`config.mk`:
```
export PLATFORM = sky130hd
export DESIGN_NAME = mwsm_div_step
export DESIGN_NICKNAME = d
export VERILOG_FILES = /design/src/sv/assert_macros.svh /design/src/sv/mwsm_pkg.sv /design/src/sv/mwsm_div_step.sv
export SDC_FILE = /design/constraint.sdc
export NUM_CORES = 1
export LEC_CHECK = 0
export ABC_AREA = 1
export ABC_CLOCK_PERIOD_IN_PS = 2800
export BUFFER_PORTS_ARGS = -buffer_cell sky130_fd_sc_hd__buf_2
export CAP_MARGIN = 20
export CORE_ASPECT_RATIO = 1.1
export CORE_MARGIN = 5
export CORE_UTILIZATION = 30
export DETAILED_ROUTE_END_ITERATION = 10
export PLACE_DENSITY_LB_ADDON = 0.3
export SLEW_MARGIN = 20
export SYNTH_ARGS = -nofsm -noshare
export SYNTH_HDL_FRONTEND = slang
export SYNTH_SLANG_ARGS = --single-unit
```
`constraint.sdc`:
```
create_clock -name vclk -period 2.8
set_clock_uncertainty 0.15 [all_clocks]
set_input_delay 0.42 -clock vclk [all_inputs]
set_output_delay 0.42 -clock vclk [all_outputs]
set_load 0.01 [all_outputs]
```
`src/sv/assert_macros.svh`:
```
// Assertion macros used by the top-level RTL file of the wheel speed mixer.
`ifndef ASSERT_MACROS_SVH
`define ASSERT_MACROS_SVH
// Implication checked every cycle outside of reset.
`define ASSERT_IMPLY(label, clk, rst, ante, cons) \
   label: assert property (@(posedge clk) disable iff (rst) (ante) |-> (cons)) \
      else $error("assertion failed");
// Next-cycle implication that is also checked while reset is high.
`define ASSERT_NEXT_NORST(label, clk, ante, cons) \
   label: assert property (@(posedge clk) (ante) |=> (cons)) \
      else $error("assertion failed");
`endif

```
`src/sv/mwsm_pkg.sv`:
```
// Package with widths, register indexes and types of the wheel speed mixer.
`timescale 1ns / 1ps
package mwsm_pkg;
   localparam int IN_W      = 16;
   localparam int GAIN_W    = 32;
   localparam int LIM_W     = 23;
   localparam int WHEEL_W   = 24;
   localparam int FRAC_DROP = 20;
   localparam int PROD_W    = IN_W + GAIN_W;
   localparam int TERM_W    = PROD_W + 1 - FRAC_DROP;
   localparam int SUM_W     = 31;
   localparam int ABS_W     = SUM_W - 1;
   localparam int NUM_W     = ABS_W + LIM_W + 1;
   localparam int DEN_W     = ABS_W + 1;
   localparam int QUO_W     = LIM_W;
   localparam int CSR_IDX_W = 2;
   localparam int CSR_DAT_W = 32;
   localparam int LANES     = 4;
   localparam int NSTG      = 4 + QUO_W + 1;

   localparam logic [GAIN_W-1:0] GAIN_RESET  = GAIN_W'(65536);
   localparam logic [LIM_W-1:0]  LIMIT_RESET = {LIM_W{1'b1}};

   typedef enum logic [CSR_IDX_W-1:0] {
      CSR_TRANSLATION_GAIN  = 2'd0,
      CSR_ROTATION_GAIN     = 2'd1,
      CSR_WHEEL_SPEED_LIMIT = 2'd2
   } csr_index_type;
endpackage

```
`src/sv/mwsm_div_step.sv`:
```
// One restoring division step at a fixed quotient bit position.
`timescale 1ns / 1ps
module mwsm_div_step #(
   parameter int SHIFT = 0
) (
   input  logic [mwsm_pkg::NUM_W-1:0] rem_i,
   input  logic [mwsm_pkg::DEN_W-1:0] den_i,
   output logic [mwsm_pkg::NUM_W-1:0] rem_o,
   output logic                       bit_o
);
   logic [mwsm_pkg::NUM_W-1:0] den_sh;

   always_comb begin
      den_sh = mwsm_pkg::NUM_W'(den_i) << SHIFT;
      bit_o  = (rem_i >= den_sh);
      rem_o  = bit_o ? (rem_i - den_sh) : rem_i;
   end
endmodule

```
==> reports/qor.txt, run 1 <==
status = finished, final reports clean
CP arrival = 2.21 ns
total congestion overflow = 0
# diodes = 0
Synth top area share = 34.5%
Area growth syn-to-layout = 74.6%
Pleak = 4.11 nW
WS Path Type = input pin to output pin
Detail Route Antenna Nets = 0
GPL Wtd Cong = 0.952
PortBufs = 140
Max Cap Violations = 0
initial antenna violation count = 0
Synth Area in Adders = 9.39%
Die Y = 136 um
# IOs = 140
Cell Area, Synth = 4340 um^2
synth warn = 0
XOR/XNOR share of the synthesized area = 4.44%
die area = 17000 um^2
largest net degree at the start of global routing = 21
VDD IR max = 0.0000618 V
Power Density = 191 nW/um^2
Worst Hold Depth = 4
Min-Delay Path Class = input pin to output pin
Final setup viols = 0
vias = 6295
Tightest Pin Transition = 0.353 ns
num sequential = 0
layout cells sized above 1 = 41.8%
nets@finish = 1321
crit path max fanout = 5
drt first pass iters = 4
Worst Hold End = rem_o[7]
Setup TNS = 0 ns
WL/cell = 14.0 um
Worst EP required = 2.23 ns
Synth Instances = 945
clkbuf count = 0
Final HPWL DP = 15500 um
Hold Vio Cnt, Final = 0
first-pass GRT wire length = 27600 um
Routed WL = 19600 um
synth top area cells = nand2_1, inv_1, ha_1
Seq/Total Area, Yosys = 0%
hold_sp = rem_i[7]
syn nets = 1062
critical path capture point type = output pin
DR vias/cell = 4.52
Unique masters post-synth = 27
Tot GR Track Use = 19.9%
Slew HR = 76.2%
Avg Inst Size Synth = 4.59 um^2
fin crit period = 2.78 ns
most frequent cells in the layout = nand2_1, inv_1, buf_2
Site Rows = 46
commonest non-fill, non-tap cell in the layout = nand2_1
Post-Synth Simple-Gate Area = 57.5%
core area = 14300 um^2
Final period util = 99.4%
vias in the first global route = 5671
post-synthesis compound-gate area fraction = 8.04%
total power = 1.45 mW
largest family of logic cells by synthesized area = simple AND/OR/NAND/NOR gates
drt drc = 0
fin util = 52.9%
Die X = 125 um
register area = 0 um^2
post-synthesis mux area share = 0%
Startpoint Class = input pin
Starting DRT DRC Count = 269
biggest area consumer among synthesized cells = nand2_1
max-slew violation count = 0
initial core utilization = 30.3%
Max Fclk = 359 MHz
RSZ-0062 raised after global routing = yes
where the power goes:
group / switching [mW] / leakage (nW) / internal, mW
clock: 0 / 0 / 0
sequential: 0 / 0 / 0
combinational: 0.792 / 4.11 / 0.653
total: 0.792 / 4.11 / 0.653
how the worst max path moves through the flow:
| stage | startpoint | end | slack (ns) | cells after the start |
|---|---|---|---|---|
| floorplan | rem_i[0] | rem_o[11] | 0.12 | 15 |
| global placement | rem_i[0] | rem_o[40] | -0.30 | 15 |
| detailed placement | rem_i[0] | rem_o[40] | -0.32 | 15 |
| CTS | rem_i[0] | rem_o[7] | -0.03 | 16 |
| global route | den_i[28] | rem_o[27] | -0.1 | 18 |
| finish | rem_i[0] | rem_o[21] | 0.02 | 16 |
layout make-up:
cell class / count / area [um^2]
Inverter: 221 / 850
Timing Repair Buffer: 264 / 1880
Fill cell: 1502 / 6750
Tap cell: 192 / 240
Timing Repair inverter: 1 / 16.3
Multi-Input combinational cell: 716 / 4600
what timing repair did:
action	in CTS	in global routing
setup buffers	2	11
setup endpoints to repair	50	55
resized for setup	56	245
gates cloned	2	9
hold buffers	0	0
pin swaps	11	65
synth_stat cells:
cell / n
ha_1: 31
nor4_1: 1
clkbuf_2: 1
nand4_1: 14
fa_1: 1
xnor2_1: 22
a21oi_1: 20
nor3_2: 1
nand3b_1: 15
inv_2: 3
nor3b_1: 2
nor2_1: 96
o21ai_1: 10
nor2_4: 2
buf_6: 4
inv_1: 218
and2_1: 3
nand2_2: 3
nor3_1: 4
o21ai_0: 17
nand2_4: 1
nand3_2: 1
nor2_2: 5
a21oi_2: 13
nand2_1: 399
nand3_1: 55
buf_2: 3
layer usage:
layer	vias up	GRT usage [%]	part of all wire, %
met5	-	0	0
met4	0	3.96	3.4
met3	38	2.51	5.4
met2	192	36.4	48
met1	2719	25.1	43
li1	3346	-	-
logic make-up (layout without fill, tap and decap cells):
logic type | Yosys count | after routing
buf+inv | 229 | 486
compound gates | 60 | 60
xor+xnor | 22 | 22
fa+ha+maj | 32 | 32
simple gates | 602 | 602
worst max-delay path, stage by stage:
cell       delay, ns
buf_8           0.10
clkinv_4        0.04
ha_4            0.12
inv_4           0.03
fa_2            0.41
nand2_2         0.09
nand3_4         0.08
nand2_2         0.08
nand3_2         0.09
nand2_4         0.12
nand2_8         0.10
clkinv_8        0.10
clkbuf_16       0.16
nand2_2         0.04
o21ai_1         0.07
buf_2           0.15
per-stage QoR:
step                std cells  setup WS, ns  hold WS (ns)  cell area (um^2)
finish                   1394        0.0175         0.978              7580
global route             1394       -0.0964          1.00              7580
CTS                      1375       -0.0332         0.998              6390
detailed placement       1371        -0.324         0.996              6020
global placement         1371        -0.303         0.990              6020
floorplan                 945         0.121         0.807              4340
Power figures use the tool's default switching activity.
==> inputs of run 2 (changes only) <==
--- a/config.mk
+++ b/config.mk
@@ -8,12 +8,11 @@
 export ABC_AREA = 1
 export ABC_CLOCK_PERIOD_IN_PS = 2800
 export BUFFER_PORTS_ARGS = -buffer_cell sky130_fd_sc_hd__buf_2
-export CAP_MARGIN = 20
 export CORE_ASPECT_RATIO = 1.1
 export CORE_MARGIN = 5
 export CORE_UTILIZATION = 30
 export DETAILED_ROUTE_END_ITERATION = 10
-export PLACE_DENSITY_LB_ADDON = 0.3
+export PLACE_DENSITY = 0.52
 export SLEW_MARGIN = 20
 export SYNTH_ARGS = -nofsm -noshare
 export SYNTH_HDL_FRONTEND = slang
==> constraint.sdc (replaced) <==
create_clock -name vclk -period 2.8
set_clock_uncertainty 0.15 [all_clocks]
set_input_delay 0.42 -clock vclk [all_inputs]
set_output_delay 0.42 -clock vclk [all_outputs]
set_load 0.02 [all_outputs]
==> run 2 against run 1 <==
Effect of this change: the flow now finishes with violations (negative setup slack); total power rose by 24%; global-route usage rose by 0.75 points; sequential share of layout area did not move; first-iteration DRC count fell by 4.5%; wire length rose by 4.6%; cell area rose by 10%; critical path depth did not move; critical path type unchanged.
==> reports/qor.txt, run 2 (synthesis results as in run 1) <==
final worst slack = -0.0138 ns
VDD IR max = 0.000107 V
WL/cell = 14.4 um
fin crit period = 2.81 ns
failing checks = negative setup slack
GPL Wtd Cong = 0.977
initial antenna violation count = 0
area used by multi-input combinational logic = 4880 um^2
clkbuf count = 0
Final setup viols = 2
critical path capture point type = output pin
CP Capture Point = rem_o[22]
largest net degree at the start of global routing = 21
nets@finish = 1346
critical path startpoint = rem_i[0]
most frequent cells in the layout = nand2_1, inv_1, buf_4
commonest non-fill, non-tap cell in the layout = nand2_1
max-slew violation count = 0
top routing layer used = met4
Min-Delay Path Class = input pin to output pin
num sequential = 0
CP arrival = 2.24 ns
Site Rows = 46
Die Y = 136 um
Tot GR Track Use = 20.6%
Place WS = -0.352 ns
Max Cap Violations = 0
Die X = 125 um
drt first pass iters = 5
vias in the first global route = 5841
# hold bufs at CTS = 0
layout cells sized above 1 = 47.9%
status = complete, but fails checks
# IOs = 140
Worst EP required = 2.23 ns
Detail Route Antenna Nets = 0
Starting DRT DRC Count = 257
register area = 0 um^2
met2 routed WL = 10300 um
Startpoint Class = input pin
total congestion overflow = 0
first-pass GRT wire length = 28800 um
Routed WL = 20500 um
Area growth syn-to-layout = 92.2%
Tightest Pin Transition = 0.327 ns
WL met1 = 8740 um
Setup TNS = -0.0236 ns
met3 WL = 956 um
DR vias/cell = 4.55
Slew HR = 78.1%
Pleak = 4.36 nW
RSZ-0062 raised after global routing = yes
Layout fillers = 1438
Final HPWL DP = 15900 um
die area = 17000 um^2
core area = 14300 um^2
crit path max fanout = 8
Max Fclk = 355 MHz
WS Path Type = input pin to output pin
# diodes = 0
Power Density = 215 nW/um^2
PortBufs = 140
initial core utilization = 30.3%
Final period util = 100%
drt drc = 0
Hold Vio Cnt, Final = 0
vias = 6459
-- run 2: changes by cell type in the layout (fill, tap and decap cells not counted), sizes merged --
cell and delta:
buf +24, clkbuf +1, clkinv -1, inv +1
-- run 2: final cells by class --
cell class                 instances  share of cell area (%)
multi-input combinational        716                    58.4
timing repair buffer             289                    28.3
inverter                         221                    10.2
tap                              192                    2.88
timing repair inverter             1                   0.195
-- run 2: power by group --
group,leakage [nW],total (mW),internal (mW),switching [mW]
sequential,0,0,0,0
clock,0,0,0,0
combinational,4.36,1.80,0.835,0.961
total,4.36,1.80,0.835,0.961
-- run 2: what timing repair did --
item,CTS,global route
gates cloned,1,10
setup buffers,4,13
resized for setup,114,368
setup endpoints to repair,54,55
pin swaps,14,73
-- run 2: layer usage --
layer | vias up | global-route usage, %
li1 | 3397 | -
met1 | 2848 | 26.7
met2 | 188 | 39.0
met3 | 26 | 1.22
met4 | 0 | 2.01
met5 | - | 0
-- run 2: per-stage QoR --
step	power, mW	util, %	hold slack, ns	instances	instance area, um^2
global route	1.93	58.2	0.993	1419	8340
finish	1.80	58.2	0.977	1419	8340
CTS	1.42	47.2	1.01	1396	6760
detailed placement	1.26	43.1	1.03	1391	6170
floorplan	0.709	-	0.833	945	4340
global placement	1.26	43.1	1.02	1391	6170
-- run 2: how the worst min path moves through the flow --
stage                     slack [ns]  depth (start not counted)   endpoint       from
after global routing            0.99                          4   rem_o[0]   rem_i[0]
after detailed placement        1.03                          4  rem_o[28]  rem_i[28]
after floorplan                 0.83                          2  rem_o[49]  rem_i[49]
after global placement          1.02                          4  rem_o[27]  rem_i[27]
after CTS                       1.01                          4  rem_o[28]  rem_i[28]
final                           0.98                          4   rem_o[0]   rem_i[0]
-- run 2: worst max-delay path, stage by stage --
cell and delay [ns]:
buf_8 0.10, inv_4 0.04, ha_4 0.11, inv_2 0.03, fa_2 0.37, nand2_2 0.10
nand3_4 0.09, nand2_4 0.09, nand3_4 0.08, nand2_4 0.09, nand2_8 0.12, inv_16 0.13
clkbuf_16 0.16, nand2_2 0.04, o21ai_1 0.07, buf_4 0.16
